<file path="src/rtl/core/gbe_pkg.sv">
`timescale 1ns / 1ps
`default_nettype none
// ----------------------------------------------------------------------------
// gbe_pkg
// Shared types and constants for the glyph bitmap expander.
// ----------------------------------------------------------------------------
package gbe_pkg;

	localparam int COORD_BITS       = 10;
	localparam int WORD_BITS        = 16;
	localparam int COLOR_BITS       = 16;
	localparam int GWIDTH_BITS      = 7;
	localparam int FHEIGHT_BITS     = 7;
	localparam int CFG_INDEX_BITS   = 3;
	localparam int CFG_DATA_BITS    = 17;
	localparam int QUEUE_DEPTH      = 4;

	localparam int MAX_GLYPH_WIDTH_DEF  = 64;
	localparam int MAX_GLYPH_HEIGHT_DEF = 64;

	// Input item: bitmap_word, origin_x, origin_y, glyph_width from bit 0 up.
	localparam int IN_FIELD_BITS  = WORD_BITS + 2 * COORD_BITS + GWIDTH_BITS;
	localparam int IN_DATA_BITS   = ((IN_FIELD_BITS + 7) / 8) * 8;
	// Result item: pixel_x, pixel_y, pixel_color from bit 0 up.
	localparam int OUT_FIELD_BITS = 2 * COORD_BITS + COLOR_BITS;
	localparam int OUT_DATA_BITS  = ((OUT_FIELD_BITS + 7) / 8) * 8;

	// Leftmost pixel of a bitmap word.
	localparam logic [WORD_BITS-1:0] LEFT_PIXEL = 16'h8000;
	localparam int LAST_PIXEL_IDX = 15;

	// Configuration register indexes.
	localparam logic [CFG_INDEX_BITS-1:0] REG_FOREGROUND   = 3'd0;
	localparam logic [CFG_INDEX_BITS-1:0] REG_BACKGROUND   = 3'd1;
	localparam logic [CFG_INDEX_BITS-1:0] REG_FONT_HEIGHT  = 3'd2;
	localparam logic [CFG_INDEX_BITS-1:0] REG_PANEL_WIDTH  = 3'd3;
	localparam logic [CFG_INDEX_BITS-1:0] REG_PANEL_HEIGHT = 3'd4;

	typedef struct packed {
		logic [COLOR_BITS-1:0]   foreground;
		logic [COLOR_BITS:0]     background;   // bit 16 set: transparent mode
		logic [FHEIGHT_BITS-1:0] font_height;
		logic [COORD_BITS-1:0]   panel_width;
		logic [COORD_BITS-1:0]   panel_height;
	} cfg_t;

	// One classified word, ready for pixel expansion.
	typedef struct packed {
		logic [WORD_BITS-1:0]  emit;      // pixels to emit, bit 15 leftmost
		logic [WORD_BITS-1:0]  bits;      // raw bitmap word
		logic [COORD_BITS-1:0] x0;        // column of bit 15
		logic [COORD_BITS-1:0] y;
		logic [COLOR_BITS-1:0] fg;
		logic [COLOR_BITS-1:0] bg;
		logic                  glyph_end;
	} job_t;

endpackage
`default_nettype wire

</file>
<file path="src/rtl/core/glyph_bitmap_expander_unit.sv">
`timescale 1ns / 1ps
`default_nettype none
// ----------------------------------------------------------------------------
// glyph_bitmap_expander_unit
// Color expansion of 1-bit glyph bitmap words into RGB565 panel pixels.
// ----------------------------------------------------------------------------
// Flow: an accepted word's job is written into the queue, loaded into the
//   back end, then its first pixel is registered on the output.
// Throughput: one pixel per cycle from the back end while the output is not
//   stalled; a word emits up to 16 pixels, and a word that emits nothing is
//   not queued. The 4-entry job queue takes words while the back end is busy.
// Reset: arst_n clears glyph tracking, queue and output valid at once and
//   loads the registers with white foreground, transparent mode, 16-row
//   font and a 320 x 240 panel.
// ----------------------------------------------------------------------------
module glyph_bitmap_expander_unit #(
	parameter int MAX_GLYPH_WIDTH  = gbe_pkg::MAX_GLYPH_WIDTH_DEF,
	parameter int MAX_GLYPH_HEIGHT = gbe_pkg::MAX_GLYPH_HEIGHT_DEF
) (
	input  wire                                  clk,
	input  wire                                  arst_n,
	// bitmap word input
	input  wire                                  s_tvalid,
	output logic                                 s_tready,
	// [15:0] bitmap_word, [25:16] origin_x, [35:26] origin_y, [42:36] glyph_width
	input  wire  [gbe_pkg::IN_DATA_BITS-1:0]     s_tdata,
	// [0] glyph_start
	input  wire                                  s_tuser,
	// pixel output
	output logic                                 m_tvalid,
	input  wire                                  m_tready,
	// [9:0] pixel_x, [19:10] pixel_y, [35:20] pixel_color
	output logic [gbe_pkg::OUT_DATA_BITS-1:0]    m_tdata,
	output logic                                 m_tlast,   // word_last
	// [0] glyph_last
	output logic                                 m_tuser,
	// configuration writes
	input  wire                                  cfg_we,
	input  wire  [gbe_pkg::CFG_INDEX_BITS-1:0]   cfg_index,
	input  wire  [gbe_pkg::CFG_DATA_BITS-1:0]    cfg_data
);
	import gbe_pkg::*;

	localparam int OX_LSB = WORD_BITS;
	localparam int OY_LSB = OX_LSB + COORD_BITS;
	localparam int GW_LSB = OY_LSB + COORD_BITS;

	cfg_t                  cfg_q;
	logic                  in_fire, job_valid, q_full, q_valid, q_pop;
	job_t                  job, q_job;
	logic [COORD_BITS-1:0] pixel_x, pixel_y;
	logic [COLOR_BITS-1:0] pixel_color;

	// Register file: write-only, taken whenever the enable is high.
	always_ff @(posedge clk or negedge arst_n) begin
		if (!arst_n) begin
			cfg_q.foreground   <= 16'hFFFF;
			cfg_q.background   <= 17'h1FFFF;
			cfg_q.font_height  <= FHEIGHT_BITS'(16);
			cfg_q.panel_width  <= COORD_BITS'(320);
			cfg_q.panel_height <= COORD_BITS'(240);
		end else if (cfg_we) begin
			case (cfg_index)
				REG_FOREGROUND:   cfg_q.foreground   <= cfg_data[COLOR_BITS-1:0];
				REG_BACKGROUND:   cfg_q.background   <= cfg_data[COLOR_BITS:0];
				REG_FONT_HEIGHT:  cfg_q.font_height  <= cfg_data[FHEIGHT_BITS-1:0];
				REG_PANEL_WIDTH:  cfg_q.panel_width  <= cfg_data[COORD_BITS-1:0];
				REG_PANEL_HEIGHT: cfg_q.panel_height <= cfg_data[COORD_BITS-1:0];
				default: ;
			endcase
		end
	end

	// Take a word whenever the queue has room for its job.
	assign s_tready = !q_full;
	assign in_fire  = s_tvalid && s_tready;

	gbe_front #(
		.MAX_GLYPH_WIDTH  (MAX_GLYPH_WIDTH),
		.MAX_GLYPH_HEIGHT (MAX_GLYPH_HEIGHT)
	) u_front (
		.clk         (clk),
		.arst_n      (arst_n),
		.cfg         (cfg_q),
		.in_fire     (in_fire),
		.bitmap_word (s_tdata[WORD_BITS-1:0]),
		.glyph_start (s_tuser),
		.origin_x    (s_tdata[OX_LSB +: COORD_BITS]),
		.origin_y    (s_tdata[OY_LSB +: COORD_BITS]),
		.glyph_width (s_tdata[GW_LSB +: GWIDTH_BITS]),
		.job_valid   (job_valid),
		.job         (job)
	);

	gbe_queue u_queue (
		.clk      (clk),
		.arst_n   (arst_n),
		.wr_en    (job_valid),
		.wr_job   (job),
		.full     (q_full),
		.rd_valid (q_valid),
		.rd_pop   (q_pop),
		.rd_job   (q_job)
	);

	gbe_back u_back (
		.clk         (clk),
		.arst_n      (arst_n),
		.q_valid     (q_valid),
		.q_job       (q_job),
		.q_pop       (q_pop),
		.out_valid   (m_tvalid),
		.out_ready   (m_tready),
		.pixel_x     (pixel_x),
		.pixel_y     (pixel_y),
		.pixel_color (pixel_color),
		.word_last   (m_tlast),
		.glyph_last  (m_tuser)
	);

	// Pack the pixel fields, zero fill up to whole bytes.
	assign m_tdata = OUT_DATA_BITS'({pixel_color, pixel_y, pixel_x});

endmodule
`default_nettype wire

</file>
<file path="src/rtl/core/gbe_front.sv">
`timescale 1ns / 1ps
`default_nettype none
// ----------------------------------------------------------------------------
// gbe_front
// Glyph tracking: clip check, row and column position, pixel mask per word.
// ----------------------------------------------------------------------------
module gbe_front #(
	parameter int MAX_GLYPH_WIDTH  = gbe_pkg::MAX_GLYPH_WIDTH_DEF,
	parameter int MAX_GLYPH_HEIGHT = gbe_pkg::MAX_GLYPH_HEIGHT_DEF
) (
	input  wire                                 clk,
	input  wire                                 arst_n,
	input  wire  gbe_pkg::cfg_t                 cfg,
	input  wire                                 in_fire,
	input  wire  [gbe_pkg::WORD_BITS-1:0]       bitmap_word,
	input  wire                                 glyph_start,
	input  wire  [gbe_pkg::COORD_BITS-1:0]      origin_x,
	input  wire  [gbe_pkg::COORD_BITS-1:0]      origin_y,
	input  wire  [gbe_pkg::GWIDTH_BITS-1:0]     glyph_width,
	output logic                                job_valid,
	output gbe_pkg::job_t                       job
);
	import gbe_pkg::*;

	localparam int WW = $clog2(MAX_GLYPH_WIDTH + 1);
	localparam int HW = $clog2(MAX_GLYPH_HEIGHT + 1);

	logic [WW-1:0]         col_q, width_q;
	logic [HW-1:0]         row_q;
	logic [COORD_BITS-1:0] base_x_q, base_y_q;
	logic                  active_q;

	logic [WW-1:0]         w_sat, col_c, width_c, rem;
	logic [HW-1:0]         h_eff, row_c;
	logic [COORD_BITS-1:0] bx_c, by_c;
	logic                  fits, active_c, row_end, glyph_end;
	logic [WORD_BITS-1:0]  seg_mask, emit;

	always_comb begin
		w_sat = (32'(glyph_width) > MAX_GLYPH_WIDTH) ? WW'(MAX_GLYPH_WIDTH) : WW'(glyph_width);
		h_eff = (32'(cfg.font_height) > MAX_GLYPH_HEIGHT) ? HW'(MAX_GLYPH_HEIGHT)
			: HW'(cfg.font_height);
		fits = (w_sat != '0) && (h_eff != '0)
			&& (({1'b0, origin_x} + (COORD_BITS+1)'(w_sat)) <= {1'b0, cfg.panel_width})
			&& (({1'b0, origin_y} + (COORD_BITS+1)'(h_eff)) <= {1'b0, cfg.panel_height});

		// A start word restarts the glyph, or drops it when it crosses the edge.
		if (glyph_start) begin
			active_c = fits;
			col_c    = '0;
			row_c    = '0;
			width_c  = w_sat;
			bx_c     = origin_x;
			by_c     = origin_y;
		end else begin
			active_c = active_q;
			col_c    = col_q;
			row_c    = row_q;
			width_c  = width_q;
			bx_c     = base_x_q;
			by_c     = base_y_q;
		end

		rem       = width_c - col_c;
		row_end   = (32'(rem) <= WORD_BITS);
		glyph_end = row_end && (({1'b0, row_c} + 1'b1) >= {1'b0, h_eff});

		for (int i = 0; i < WORD_BITS; i++) begin
			seg_mask[LAST_PIXEL_IDX-i] = (32'(rem) > i);
		end
		emit = cfg.background[COLOR_BITS] ? (seg_mask & bitmap_word) : seg_mask;

		job.emit      = emit;
		job.bits      = bitmap_word;
		job.x0        = bx_c + COORD_BITS'(col_c);
		job.y         = by_c + COORD_BITS'(row_c);
		job.fg        = cfg.foreground;
		job.bg        = cfg.background[COLOR_BITS-1:0];
		job.glyph_end = glyph_end;
		job_valid     = in_fire && active_c && (emit != '0);
	end

	always_ff @(posedge clk or negedge arst_n) begin
		if (!arst_n) begin
			active_q <= 1'b0;
			col_q    <= '0;
			row_q    <= '0;
			width_q  <= '0;
			base_x_q <= '0;
			base_y_q <= '0;
		end else if (in_fire) begin
			width_q  <= width_c;
			base_x_q <= bx_c;
			base_y_q <= by_c;
			if (!active_c) begin
				active_q <= 1'b0;
			end else if (row_end) begin
				col_q    <= '0;
				row_q    <= row_c + 1'b1;
				active_q <= !glyph_end;
			end else begin
				col_q    <= col_c + WW'(WORD_BITS);
				row_q    <= row_c;
				active_q <= 1'b1;
			end
		end
	end

endmodule
`default_nettype wire

</file>
<file path="src/rtl/core/gbe_queue.sv">
`timescale 1ns / 1ps
`default_nettype none
// ----------------------------------------------------------------------------
// gbe_queue
// Small job queue between the word front end and the pixel back end.
// ----------------------------------------------------------------------------
module gbe_queue (
	input  wire                 clk,
	input  wire                 arst_n,
	input  wire                 wr_en,
	input  wire  gbe_pkg::job_t wr_job,
	output logic                full,
	output logic                rd_valid,
	input  wire                 rd_pop,
	output gbe_pkg::job_t       rd_job
);
	import gbe_pkg::*;

	localparam int PW = $clog2(QUEUE_DEPTH);
	localparam int CW = $clog2(QUEUE_DEPTH + 1);

	job_t          mem [QUEUE_DEPTH];
	logic [PW-1:0] wr_ptr_q, rd_ptr_q;
	logic [CW-1:0] count_q;
	logic          do_wr, do_rd;

	assign full     = (count_q == CW'(QUEUE_DEPTH));
	assign rd_valid = (count_q != '0);
	assign rd_job   = mem[rd_ptr_q];
	assign do_wr    = wr_en && !full;
	assign do_rd    = rd_pop && rd_valid;

	always_ff @(posedge clk) begin
		if (do_wr) begin
			mem[wr_ptr_q] <= wr_job;
		end
	end

	always_ff @(posedge clk or negedge arst_n) begin
		if (!arst_n) begin
			wr_ptr_q <= '0;
			rd_ptr_q <= '0;
			count_q  <= '0;
		end else begin
			if (do_wr) wr_ptr_q <= wr_ptr_q + 1'b1;
			if (do_rd) rd_ptr_q <= rd_ptr_q + 1'b1;
			if (do_wr && !do_rd) begin
				count_q <= count_q + 1'b1;
			end else if (do_rd && !do_wr) begin
				count_q <= count_q - 1'b1;
			end
		end
	end

endmodule
`default_nettype wire

</file>
<file path="src/rtl/core/gbe_back.sv">
`timescale 1ns / 1ps
`default_nettype none
// ----------------------------------------------------------------------------
// gbe_back
// Pixel expansion: one pixel per cycle from the current job, unless stalled.
// ----------------------------------------------------------------------------
module gbe_back (
	input  wire                               clk,
	input  wire                               arst_n,
	input  wire                               q_valid,
	input  wire  gbe_pkg::job_t               q_job,
	output logic                              q_pop,
	output logic                              out_valid,
	input  wire                               out_ready,
	output logic [gbe_pkg::COORD_BITS-1:0]    pixel_x,
	output logic [gbe_pkg::COORD_BITS-1:0]    pixel_y,
	output logic [gbe_pkg::COLOR_BITS-1:0]    pixel_color,
	output logic                              word_last,
	output logic                              glyph_last
);
	import gbe_pkg::*;

	job_t                 job_q;
	logic                 job_valid_q;
	logic [3:0]           idx;
	logic [WORD_BITS-1:0] sel, mask_next;
	logic                 out_free, fire, last;

	always_comb begin
		idx = '0;
		for (int i = LAST_PIXEL_IDX; i >= 0; i--) begin
			if (job_q.emit[LAST_PIXEL_IDX-i]) idx = 4'(i);
		end
		sel       = LEFT_PIXEL >> idx;
		mask_next = job_q.emit & ~sel;
		last      = (mask_next == '0);
		out_free  = !out_valid || out_ready;
		fire      = job_valid_q && out_free;
		q_pop     = q_valid && (!job_valid_q || (fire && last));
	end

	always_ff @(posedge clk or negedge arst_n) begin
		if (!arst_n) begin
			job_valid_q <= 1'b0;
			out_valid   <= 1'b0;
		end else begin
			if (q_pop) begin
				job_valid_q <= 1'b1;
			end else if (fire && last) begin
				job_valid_q <= 1'b0;
			end
			if (fire) begin
				out_valid <= 1'b1;
			end else if (out_ready) begin
				out_valid <= 1'b0;
			end
		end
	end

	always_ff @(posedge clk) begin
		if (q_pop) begin
			job_q <= q_job;
		end else if (fire) begin
			job_q.emit <= mask_next;
		end
		if (fire) begin
			pixel_x     <= job_q.x0 + COORD_BITS'(idx);
			pixel_y     <= job_q.y;
			pixel_color <= ((job_q.bits & sel) != '0) ? job_q.fg : job_q.bg;
			word_last   <= last;
			glyph_last  <= job_q.glyph_end;
		end
	end

endmodule
`default_nettype wire
</file>
<file path="config.mk">
export PLATFORM = sky130hd
export DESIGN_NAME = glyph_bitmap_expander_unit
export DESIGN_NICKNAME = d
export VERILOG_FILES = /design/src/rtl/core/gbe_pkg.sv /design/src/rtl/core/glyph_bitmap_expander_unit.sv /design/src/rtl/core/gbe_front.sv /design/src/rtl/core/gbe_queue.sv /design/src/rtl/core/gbe_back.sv
export SDC_FILE = /design/constraint.sdc
export NUM_CORES = 1
export LEC_CHECK = 0
export BUFFER_PORTS_ARGS = -buffer_cell sky130_fd_sc_hd__buf_2
export CORE_MARGIN = 2
export CORE_UTILIZATION = 60
export DETAILED_ROUTE_END_ITERATION = 10
export GPL_TIMING_DRIVEN = 1
export HOLD_SLACK_MARGIN = 0.12
export PLACE_DENSITY = 0.84
export RECOVER_POWER = 50
export SETUP_SLACK_MARGIN = 0.1
export SLEW_MARGIN = 20
export SYNTH_ARGS = -nofsm -noshare
export SYNTH_HDL_FRONTEND = slang
export SYNTH_HIERARCHICAL = 1
export SYNTH_SLANG_ARGS = --single-unit
</file>
<file path="constraint.sdc">
create_clock -name clk -period 8.92 [get_ports clk]
set_clock_uncertainty 0.1 [all_clocks]
set_input_delay 1.784 -clock clk [delete_from_list [all_inputs] [get_ports clk]]
set_output_delay 1.784 -clock clk [all_outputs]
set_load 0.1 [all_outputs]
</file>
# After elaboration in Yosys (flattened, before gate mapping)
# Memories as Yosys holds them, arrays and structs flattened.
# Index checks and enable logic that the tools add are counted.
classes:
  add_sub_neg: 13
  n_lt_le_gt_ge: 22
  n_eq_ne: 5
  shifts: 1
  n_mux: 40
  n_bitwise: 4
  n_reduce_logical: 39
ops:
  columns: ["cell", "n"]
  rows:
  - ["$mux W16", 4]
  - ["$mux W4", 16]
  - ["$gt A7 B4 Y1 const B", 8]
  - ["$mux W7", 7]
  - ["$and A16 B16 Y16", 3]
  - ["$reduce_bool A16 Y1", 2]
  - ["$gt A7 B3 Y1 const B", 4]
  - ["$add A10 B7 Y11", 2]
  - ["$le A11 B10 Y1", 2]
  - ["$add A10 B7 Y10", 2]
  - ["$mux W10", 2]
  - ["$logic_not A16 Y1", 1]
  - ["$not A16 Y16", 1]
  - ["$shr A16 B4 Y16 const A", 1]
  - ["$gt A7 B1 Y1 const B", 2]
  - ["$gt A7 B2 Y1 const B", 2]
  - ["$gt A7 B7 Y1 const B", 2]
  - ["$logic_and A1 B1 Y1", 14]
  - ["$reduce_bool A7 Y1", 2]
  - ["$reduce_and A2 Y1", 6]
  - ["$add A10 B4 Y10", 1]
  - ["$mux W1", 9]
  - ["$add A7 B1 Y8 const B", 1]
  - ["$ge A8 B7 Y1", 1]
  - ["16 further kinds", 29]
word_totals:
  ff_bits: 234
  ramBits: 340
  in_bits: 74
  output_inout_bits: 44
  n_memories: 1
mem_list:
  columns: ["name", "words", "width", "rd", "rd_clocked_by_memory_dff", "write_ports", "line_no", "rtl"]
  rows:
  - ["u_queue.mem", 4, 85, 1, 0, 1, "gbe_queue.sv:22", "job_t mem [QUEUE_DEPTH];"]

# Depth between registers and ports, before layout
# Gate-level depths: netlist of run 1.
logic_depth:
  ltp_word: 27
  depth_mapped: 29

# Cells and area by module
# Netlist of run 1, hierarchy kept.
by_module_without_submodules:
  columns: ["mod", "instances", "cells_each", "area_per_inst_um2", "seq_area_each_um2"]
  rows:
  - ["gbe_queue", 1, 480, 12700.9, 10385.0]
  - ["gbe_front", 1, 653, 5425.2, 1051.0]
  - ["gbe_back", 1, 307, 5123.7, 3743.6]
  - ["glyph_bitmap_expander_unit", 1, 138, 2383.5, 1551.5]

# Least setup slack after synthesis of run 1
# OpenSTA, ideal clock, no wires.
synth_timing:
  path_type: "input port to flip-flop"
  from: "input port s_tuser"
  to: "memory u_queue/mem[0][0] in the netlist's numbering (enable)"
  arrival_ps: 7502
  path_slack_ps: 865
  stages: 19
  path_buffers: 5
  cell_sequence: "buf_1 -> buf_1 -> clkbuf_1 -> mux2i_1 -> ha_1 -> inv_1 -> fa_1 -> and3_1 -> or2_4 -> xnor2_1 -> a32oi_2 -> nor3_2 -> buf_6 -> a21oi_4 -> and4b_1 -> a41oi_1 -> nor2b_1 -> buf_2 -> and2_1"
synth_rtl:
  columns: ["item", "line_no", "rtl"]
  rows:
  - ["start: declaration", "glyph_bitmap_expander_unit.sv:28", "input wire s_tuser,"]
  - ["end: declaration", "gbe_queue.sv:22", null]

# Worst setup path in the final report of run 1
layout_timing:
  from: "input port s_tuser"
  to: "memory u_queue/mem[0][24] in the netlist's numbering (enable)"
layout_via:
  elab_chain_cells: 10
layout_rtl:
  columns: ["item", "line_no", "rtl"]
  rows:
  - ["$mux W7", "gbe_front.sv:48", "if (glyph_start) begin"]
  - ["$sub A7 B7 Y7", "gbe_front.sv:64", "rem = width_c - col_c;"]
  - ["$gt A7 B4 Y1, or another cell as far along", "gbe_front.sv:69", "seg_mask[LAST_PIXEL_IDX-i] = (32'(rem) > i);"]
  - ["$and A16 B16 Y16", "gbe_front.sv:71", "emit = cfg.background[COLOR_BITS] ? (seg_mask & bitmap_word) : seg_mask;"]
  - ["$mux W16", "gbe_front.sv:71", null]
  - ["$reduce_bool A16 Y1", "gbe_front.sv:80", "job_valid = in_fire && active_c && (emit != '0);"]
  - ["$logic_and A1 B1 Y1 (*)", "gbe_front.sv:80", null]
  - ["net job_valid", "glyph_bitmap_expander_unit.sv:49", "logic in_fire, job_valid, q_full, q_valid, q_pop;"]
  - ["$logic_and A1 B1 Y1 (*)", "gbe_queue.sv:30", "assign do_wr = wr_en && !full;"]
  - ["$mux W1 (*)", "gbe_queue.sv:34", "if (do_wr) begin"]
  - ["$mux W1 (implied by the code) (*)", "gbe_queue.sv:35", "mem[wr_ptr_q] <= wr_job;"]
# Mark *: on every way through the listed nets, which the timed path passes. The rest lies on a longest branch.

==> results of run 1 <==
==> layout make-up <==
| type | count | area (um2) |
|---|---|---|
| Clock buffer | 70 | 1430 |
| Fill cell | 2683 | 14100 |
| Clock inverter | 26 | 285 |
| Tap cell | 539 | 674 |
| Timing Repair Buffer | 125 | 622 |
| Sequential cell | 574 | 16700 |
| Multi-Input combinational cell | 805 | 7790 |
| Inverter | 96 | 360 |
==> flip-flops by register name (all words and copies together), names as in the netlist, 2 cells and up <==
name                cells
u_queue/mem           340
u_back/job_q           85
u_back/pixel_x         10
u_back/pixel_y         10
u_front/base_y_q       10
u_front/base_x_q       10
u_front/width_q         7
u_back/pixel_color     16
u_queue/count_q         3
cfg_q                  60
u_queue/rd_ptr_q        2
u_front/row_q           7
u_queue/wr_ptr_q        2
u_front/col_q           7
==> layer usage <==
metal / up-vias / GRT usage / share of wire
met5: - / 0 / 0
met2: 615 / 0.410 / 0.49
met3: 103 / 0.0550 / 0.086
met1: 7041 / 0.328 / 0.39
li1: 6109 / - / -
met4: 0 / 0.0746 / 0.026
==> kinds of logic after synthesis <==
family	Yosys count
flip-flops	574
AND/OR/NAND/NOR	245
multiplexers	229
buffers and inverters	202
AO/OA/AOI/OAI	193
adder cells (fa/ha/maj)	79
XOR/XNOR	55
other	1
==> power by group <==
| group | switching (uW) | leakage [uW] | total [uW] | internal, uW |
|---|---|---|---|---|
| clock | 982 | 0.000840 | 2260 | 1280 |
| combinational | 1050 | 0.00373 | 1870 | 816 |
| sequential | 232 | 0.00547 | 3640 | 3410 |
| total | 2260 | 0.0100 | 7770 | 5510 |
==> worst register-to-register path, cell delays in order, from the launching register on <==
cell and delay (ps):
dfrtp_1 1710, clkbuf_1 3410, mux4_2 860, mux2_4 300
==> worst max path at each step <==
stage                                to  slack, ps
floorplan             u_queue/mem[0][0]        870
global placement      u_queue/mem[0][9]       1340
detailed placement    u_queue/mem[0][9]       1240
CTS                  u_queue/mem[0][38]       1840
global route        u_front/base_x_q[7]       1010
finish               u_queue/mem[0][24]       1430
==> cell usage in the layout, fill, tap and decap left out, types with 9 or more instances in the layout <==
cell type,netlist,final
o21ai_1,9,9
a21o_1,12,12
o21ai_0,34,34
clkbuf_1,11,78
buf_2,18,49
nor3_1,13,13
nand2b_1,25,25
dfstp_1,0,32
nor2_1,52,52
mux2i_1,20,20
nor2b_1,35,34
dfrtp_1,71,70
mux2_2,118,98
nand3_1,14,14
nand2_1,49,49
ha_1,69,69
edfxtp_1,463,463
mux2_1,0,20
a21oi_1,48,48
mux4_2,85,85
clkbuf_16,0,53
xnor2_1,36,36
inv_1,96,95
xor2_1,19,19
==> stage by stage <==
| step | utilization | worst slack (ps) |
|---|---|---|
| 6_report | 0.663 | 1430 |
| 5_1_grt | 0.663 | 1010 |
| 4_1_cts | 0.666 | 1840 |
| 3_5_place_dp | 0.625 | 1240 |
| 3_3_place_gp | 0.625 | 1340 |
| 2_1_floorplan | - | 865 |
==> metrics.txt, run 1 <==
simple-gate share of the synthesized area=0.0532; adder-cell share of the synthesized area=0.0400; initial antenna violation count=0; DR WL/cell=23.8 um; DRC Markers=0; design area=27900 um2; final worst-path cycle share=0.839; Cell Pwr Density=279 nW/um2; number of iterations in the first detailed-routing pass=5; count of hold-fix buffers inserted at cts=0; synthesized cell area=25600 um2; dpl cells=2139; # IOs=118; Vias=13900; gr usage total=0.246; Main synth FF type=edfxtp_1; YS warnings=6; vias per cell=6.20; number of cells on the critical path=11; Synth top area share=0.542; Detailed Route Iter0 Violations=1301; DP Area=26300 um2; layout overhead on the synthesized area=8.82%; Cell variety after synth=97; asr flop ratio synth=0.193; port buffer count=108; post-cts gate resize count=0; Synth Area in Compound Gates=0.0528; die area=44400 um2; postcts setup bufs=0; ranking of synthesized cells by area=edfxtp_1 (54%), mux4_2 (7.5%), dfrtp_1 (6.9%); Setup crit end kind=flop; Post-synth top cells=edfxtp_1 (463), mux2_2 (118), inv_1 (96); vias in the first global route=14400; max incr delay on CP=1120 ps; register area share after synthesis=0.653; Reg clk slew, reported paths=60 ps; share of layout cells above drive strength 1=0.215; reg2reg end=u_back/job_q[74]; fin cells=2235; Crit Path Class=primary input to flop; Worst Hold Path EP=u_back/pixel_y[0]; GPL Wtd Cong=0.899; final setup fails=0; xor/xnor cell area share of the yosys netlist=0.0188; CTS H-tree depth=2; Row Count=75; most frequent cell after synthesis=edfxtp_1; Syn Inst Count=1578; crit-path cells=clkbuf_1 > clkbuf_1 > nand2_1 > a21oi_1 > o2111a_1 > o311a_1 > a31oi_4 > a41oi_1 > nor2b_1 > and2_4 > buf_4; Slowest cell on crit path=clkbuf_1; CTS Root Cell=clkbuf_16; maximum VDD drop=0.179 mV; Pleak=0.0100 uW; R2R Setup Slk=2280 ps; Core Region=42000 um2; RSZ-0062 raised after global routing=false; CP startpoint kind=primary input; FF-to-FF path depth=3; Max Buffers Root-to-Sink=3; Yosys reg bits=574; pin count of the biggest net entering global routing=81; failing checks=capacitance limit, slew limit; status=finished with violations; syn_area_per_cell=16.2 um2; Worst Path Required=9120 ps; post-DP HPWL=33300 um; total power=7770 uW; width of the die=211 um; CP max FO=38; largest area contributor in the netlist=edfxtp_1; min-delay src=u_back/job_q[33]; min-delay worst type=flop to flop; CTS tree=done; Slew headroom=-2.11; hold slack final=323 ps; fmax=134 MHz; Post-synth EDFFs=463; Initial Utilization=0.610; setup TNS=0 ps; hold depth=0; endpoints failing hold=0; clock latency on the worst-skew pair=620 ps; Antenna Nets Post-Route=0; CP arrival=7680 ps; Top delay family on crit path=buffers and inverters; final wirelength=53300 um; FF-to-FF Start=u_queue/rd_ptr_q[0]; mux contribution to synthesized area=0.138; max-slew violations=273; nets@finish=1804; Die Y-Extent=211 um; CTS Buf Count=53; Worst-Margin Slew=4670 ps; CTS Sinks=574; Buf/Inv on CP=3; crit path time final=7490 ps; Critical Path Source=s_tuser; first-pass GRT wire length=82700 um; total grt overflow=0; max-cap viol count=6; ANT cells=0; largest family of logic cells by synthesized area=multiplexers; CP most frequent cell=clkbuf_1
Power figures use the tool's default switching activity.
==> run 2, diff against run 1 <==
ABC_AREA = 1   (was default)
CORE_UTILIZATION = 56   (was 60)
PLACE_DENSITY = 0.82   (was 0.84)
clock period = 6 ns   (was 8.92 ns; I/O delays follow)
==> metrics.txt, run 2 <==
DR WL/cell=17.9 um (-25%); total grt overflow=0 (unchanged); Synth top area share=0.512 (-0.0306); Cell Pwr Density=374 nW/um2 (+34%); CTS H-tree depth=2 (unchanged); Initial Utilization=0.568 (-0.0420); R2R Setup Slk=500 ps (-1780 ps); CTS Buf Count=54 (+1.9%); max-slew violations=419 (+53%); share of layout cells above drive strength 1=0.0932 (-0.122); max incr delay on CP=410 ps (-710 ps); max-cap viol count=6 (unchanged); gr usage total=0.237 (-0.00933); most frequent cells in the layout=nand2_1 (734), edfxtp_1 (463), inv_1 (392); commonest non-fill, non-tap cell in the layout=nand2_1; Cell variety after synth=50 (-48%); pin count of the biggest net entering global routing=208 (+160%); final setup fails=0 (unchanged); YS warnings=6 (unchanged); Post-synth top cells=nand2_1 (728), edfxtp_1 (463), inv_1 (393); final worst-path cycle share=0.917; RSZ-0062 raised after global routing=false; number of iterations in the first detailed-routing pass=5 (unchanged); ANT cells=0 (unchanged); Reg clk slew, reported paths=70 ps (about the same); FF-to-FF path depth=37 (+34); switch share=0.326 (+0.0350); count of hold-fix buffers inserted at cts=0 (unchanged); CP arrival=5880 ps (-1800 ps); final wirelength=59400 um (+12%); Crit Path Class=flop to flop; die area=50300 um2 (+13%); CP max FO=7 (-82%); Yosys reg bits=574 (unchanged); Antenna Nets Post-Route=0 (unchanged); CTS tree=done; layout overhead on the synthesized area=8.53%; register area share after synthesis=0.616 (-0.0368); synthesized cell area=27200 um2 (+6.0%); most frequent cell after synthesis=nand2_1; status=finished with violations; Worst-Margin Slew=3690 ps (-981 ps); endpoints failing hold=0 (unchanged); initial antenna violation count=0 (unchanged); width of the die=224 um (+6.4%); reg2reg end=u_queue/count_q[2]; setup TNS=0 ps (unchanged); post-route worst setup slack=496 ps (-938 ps); Slowest cell on crit path=dfrtp_1; max reg flops=340 (unchanged); P_sw=3600 uW (+59%); asr flop ratio synth=0.193 (unchanged); Setup crit end kind=flop; Max Buffers Root-to-Sink=3 (unchanged); Setup WS pre-CTS=273 ps (-964 ps); combinational share of power=0.237 (-0.003); Layout fillers=3543 (+32%); Critical Path Source=cfg_q[25]; port buffer count=108 (unchanged); maximum VDD drop=0.233 mV (+30%); Main synth FF type=edfxtp_1; DRC Markers=0 (unchanged); CP most frequent cell=nand2_1; Worst Path Required=6380 ps (-2740 ps); Internal=7440 uW (+35%); post-DP HPWL=38000 um (+14%); crit path time final=5500 ps; area of the multi-input gates=8010 um2 (+2.9%); fmax=182 MHz; vias per cell=5.55 (-11%); Row Count=80 (+6.7%); nets@finish=2807 (+56%); Slew headroom=-1.46 (+0.654); Vias=18400 (+33%); GPL Wtd Cong=0.890 (-1.0%); Post-synth EDFFs=463 (unchanged); Register Area=16700 um2 (about the same); FF-to-FF Start=cfg_q[25]; Reg with most FFs=u_queue/mem; first-pass GRT wire length=92700 um (+12%); clock latency on the worst-skew pair=620 ps (about the same); Syn Inst Count=2617 (+66%); min-delay worst type=flop to flop; clock share of power=0.302 (+0.011); ranking of synthesized cells by area=edfxtp_1 (51%), nand2_1 (10%), dfrtp_1 (6.5%); # IOs=118 (unchanged); CTS Root Cell=clkbuf_16; Largest regs=u_queue/mem: 340 flops, u_back/job_q: 85 flops, cfg_q: 60 flops; CTS Sinks=574 (unchanged); sequential fraction of design power=0.461 (-0.008); CP startpoint kind=flop; Pleak=0.0123 uW (+23%); post-cts gate resize count=0 (unchanged); largest area contributor in the netlist=edfxtp_1; Detailed Route Iter0 Violations=1595 (+23%); Die Y-Extent=224 um (+6.4%); CP Capture Point=u_queue/count_q[2]; syn_area_per_cell=10.4 um2 (-36%); failing checks=capacitance limit, slew limit; Core Region=47800 um2 (+14%); postcts setup bufs=0 (unchanged); vias in the first global route=18100 (+25%)
-- run 2: cell types whose count changed after synthesis, moves of 33 or more --
cell / before / now
nand3_1: 14 / 148
mux4_2: 85 / 0
nor2b_1: 35 / 0
buf_2: 18 / 51
nand2_1: 49 / 728
mux2_2: 118 / 0
inv_1: 96 / 393
o211ai_1: 4 / 172
-- run 2: layer usage --
metal,track usage,wire length (um),part of all wire,vias up
met5,0,0,0,-
met4,0.0872,1900,0.032,0
met3,0.0380,4850,0.082,135
met2,0.394,28500,0.48,744
met1,0.318,24200,0.41,8794
li1,-,-,-,8745
-- run 2: logic make-up (layout without fill, tap and decap cells) --
| logic type | after synthesis | in the layout | synth area share |
|---|---|---|---|
| DFF | 574 | 574 | 0.616 |
| muxes | 3 | 3 | 0.00111 |
| and+or+nand+nor | 1050 | 1050 | 0.167 |
| other | 1 | 4 | 0.000138 |
| adders and majority gates | 75 | 75 | 0.0362 |
| xor gates and xnor gates | 46 | 46 | 0.0148 |
| buffers and inverters | 562 | 646 | 0.0910 |
| AOI/OAI and AO/OA | 306 | 306 | 0.0742 |
-- run 2: final cells by class --
type | count | area share
Sequential cell | 574 | 0.568
Multi-Input combinational cell | 1484 | 0.272
Clock buffer | 76 | 0.0510
Inverter | 415 | 0.0530
Tap cell | 615 | 0.0261
Clock inverter | 26 | 0.00836
Timing Repair Buffer | 129 | 0.0223
-- run 2: power groups by stage --
stage	combinational (uW)	clock, uW	sequential (uW)
finish	2620	3330	5090
global route	2900	3520	5130
CTS	2600	3380	5100
detailed placement	2570	0	5180
global placement	2470	0	5160
floorplan	1730	0	5420
-- run 2: worst min-delay path by stage --
| stage | endpoint | depth (start not counted) | slack [ps] | from |
|---|---|---|---|---|
| floorplan | u_back/glyph_last | 0 | 300 | u_back/job_q[0] |
| finish | u_back/pixel_y[4] | 0 | 320 | u_back/job_q[37] |
| CTS | u_back/pixel_y[0] | 0 | 320 | u_back/job_q[33] |
| global placement | u_back/pixel_y[1] | 0 | 310 | u_back/job_q[34] |
| global route | u_back/pixel_y[8] | 0 | 330 | u_back/job_q[41] |
| detailed placement | u_back/pixel_y[4] | 0 | 310 | u_back/job_q[37] |
-- run 2: critical path: cells and delay by family, from the launching register on --
| kind | cells | cell delay [ps] |
|---|---|---|
| AO/OA/AOI/OAI | 4 | 740 |
| XOR/XNOR | 1 | 140 |
| adder cells (fa/ha/maj) | 5 | 1470 |
| buffers and inverters | 5 | 350 |
| flip-flops | 1 | 410 |
| AND/OR/NAND/NOR | 22 | 2150 |
-- run 2: stage by stage --
| step | area, um2 | hold WS (ps) | cells | total power, uW | util |
|---|---|---|---|---|---|
| after floorplan | 27300 | 300 | 2620 | 7150 | - |
| after global placement | 27900 | 306 | 3217 | 7630 | 0.583 |
| after detailed placement | 27900 | 311 | 3217 | 7750 | 0.583 |
| after CTS | 29600 | 323 | 3319 | 11100 | 0.619 |
| after global routing | 29500 | 329 | 3319 | 11500 | 0.616 |
| final | 29500 | 322 | 3319 | 11000 | 0.616 |
==> run 3, diff against run 2 <==
CORE_UTILIZATION = 60   (was 56)
PLACE_DENSITY = 0.84   (was 0.82)
clock period = 6.4 ns   (was 6 ns; I/O delays follow)
==> metrics.txt, run 3 (synthesis results as in run 2) <==
Max Buffers Root-to-Sink=3 (unchanged); final worst-path cycle share=0.910; maximum VDD drop=0.216 mV (-7.3%); number of iterations in the first detailed-routing pass=6 (+1); Register Area=16700 um2 (unchanged); post-route worst setup slack=577 ps (+81.9 ps); gr usage total=0.257 (+0.0204); die area=47000 um2 (-6.5%); Reg clk slew, reported paths=60 ps (about the same); GPL Wtd Cong=0.899 (+1.0%); # IOs=118 (unchanged); CTS tree=done; CP arrival=6200 ps (+320 ps); nets@finish=2816 (+0.32%); Detailed Route Iter0 Violations=1938 (+22%); setup TNS=0 ps (unchanged); initial antenna violation count=0 (unchanged); CTS Root Cell=clkbuf_16; final core utilization=0.667 (+0.0506); total power=10400 uW (-5.4%); CTS Buf Count=55 (+1.9%); DRC Markers=0 (unchanged); Slew headroom=-1.49 (-0.0289); max-cap viol count=4 (-2); Largest regs=u_queue/mem: 340 flops, u_back/job_q: 85 flops, cfg_q: 60 flops; Layout fillers=3160 (-11%); post-DP HPWL=38400 um (+1.1%); max reg flops=340 (unchanged); pin count of the biggest net entering global routing=251 (+21%); most frequent cells in the layout=nand2_1 (734), edfxtp_1 (463), inv_1 (393); Vias=18500 (+0.33%); Initial Utilization=0.612 (+0.0439); Row Count=77 (-3.8%); count of hold-fix buffers inserted at cts=0 (unchanged); area of the multi-input gates=7980 um2 (-0.39%); vias per cell=5.59 (+0.78%); post-cts gate resize count=0 (unchanged); failing checks=capacitance limit, slew limit; width of the die=217 um (-3.3%); first-pass GRT wire length=94200 um (+1.6%); layout overhead on the synthesized area=9.01%; CTS Sinks=574 (unchanged); vias in the first global route=18100 (+0.27%); postcts setup bufs=0 (unchanged); hold depth=0 (unchanged); Pleak=0.0124 uW (+0.49%); RSZ-0062 raised after global routing=false; Antenna Nets Post-Route=0 (unchanged); CTS H-tree depth=2 (unchanged); max-slew violations=392 (-6.4%); design area=29600 um2 (+0.45%); status=finished with violations; final setup fails=0 (unchanged); FF-to-FF path depth=4 (-89%); fmax=172 MHz; endpoints failing hold=0 (unchanged); ANT cells=0 (unchanged); min-delay worst type=flop to flop; total grt overflow=0 (unchanged); Setup WS pre-CTS=318 ps (+45.0 ps); commonest non-fill, non-tap cell in the layout=nand2_1; Worst-Margin Slew=3730 ps (+43.4 ps); port buffer count=108 (unchanged); DP Area=28000 um2 (+0.28%); CP max FO=30 (+23); final wirelength=59800 um (+0.65%); Cell Pwr Density=353 nW/um2 (-5.8%); DR WL/cell=18.1 um (+1.1%); share of layout cells above drive strength 1=0.0940 (+0.000831); CP startpoint kind=primary input; Setup crit end kind=flop; Crit Path Class=primary input to flop; crit path time final=5820 ps; clock latency on the worst-skew pair=610 ps (about the same); Die Y-Extent=217 um (-3.3%); Core Region=44400 um2 (-7.2%); Worst Path Required=6770 ps (+390 ps); Reg with most FFs=u_queue/mem
## run 3: changes by cell type in the layout (fill, tap and decap cells not counted), moves of 3 or more
cell        before  now
buf_12           4   11
nor2_4          13   10
clkinvlp_4       3    8
nor2_1          59   63
clkinv_4         5    1
## run 3: power by group
| group | switching, uW | total, uW | leakage (uW) | internal (uW) |
|---|---|---|---|---|
| registers | 172 | 4770 | 0.00555 | 4600 |
| logic | 1830 | 2480 | 0.00599 | 653 |
| clock network | 1380 | 3190 | 0.000847 | 1810 |
| total | 3380 | 10400 | 0.0124 | 7060 |
## run 3: worst paths after layout
check / startpoint / endpoint / slack (ps)
worst max-delay path: s_tuser / u_queue/count_q[2] / 580
worst min-delay path: u_back/job_q[37] / u_back/pixel_y[4] / 320
worst max register to register: u_queue/rd_ptr_q[0] / u_back/job_q[7] / 640
worst min register to register: u_back/job_q[37] / u_back/pixel_y[4] / 320
max in group asynchronous: arst_n / u_front/row_q[1] / 1560
min in group asynchronous: arst_n / u_front/base_x_q[6] / 1780
## run 3: routing by layer
| metal | track usage | up-vias | share of wire |
|---|---|---|---|
| met1 | 0.338 | 8843 | 0.41 |
| met4 | 0.0920 | 0 | 0.027 |
| li1 | - | 8756 | - |
| met2 | 0.438 | 759 | 0.49 |
| met3 | 0.0404 | 120 | 0.073 |
| met5 | 0 | - | 0 |
## run 3: layout make-up
type                    instances  share of cell area
clock buffers                  73              0.0504
clock inverters                29             0.00938
inverters                     415              0.0527
multi-input cells            1484               0.269
flip-flops and latches        574               0.565
well taps                     592              0.0250
repair buffers                137              0.0280
## run 3: critical path, cell delays in order
cell and delay [ps]:
clkbuf_1 940, nand2_1 330, o22ai_1 260, inv_1 90
ha_1 200, inv_1 100, fa_1 260, nor2_1 70
nor2_1 360, inv_1 180, nor2_1 120, inv_1 70
nand4_1 110, o21ai_0 170, nand2_1 110, nor2_1 40
nand2_1 70, nor2_1 90, nor2_4 130, nand2_4 100
inv_1 90, ha_1 170, inv_1 70, fa_1 420
nand2_1 130, nand3_1 100, nand2_1 70, nand2_1 50
## run 3: stage by stage
stage / hold WS, ps / instances
floorplan: 300 / 2620
global placement: 303 / 3201
detailed placement: 305 / 3201
CTS: 321 / 3303
global route: 329 / 3304
finish: 321 / 3304
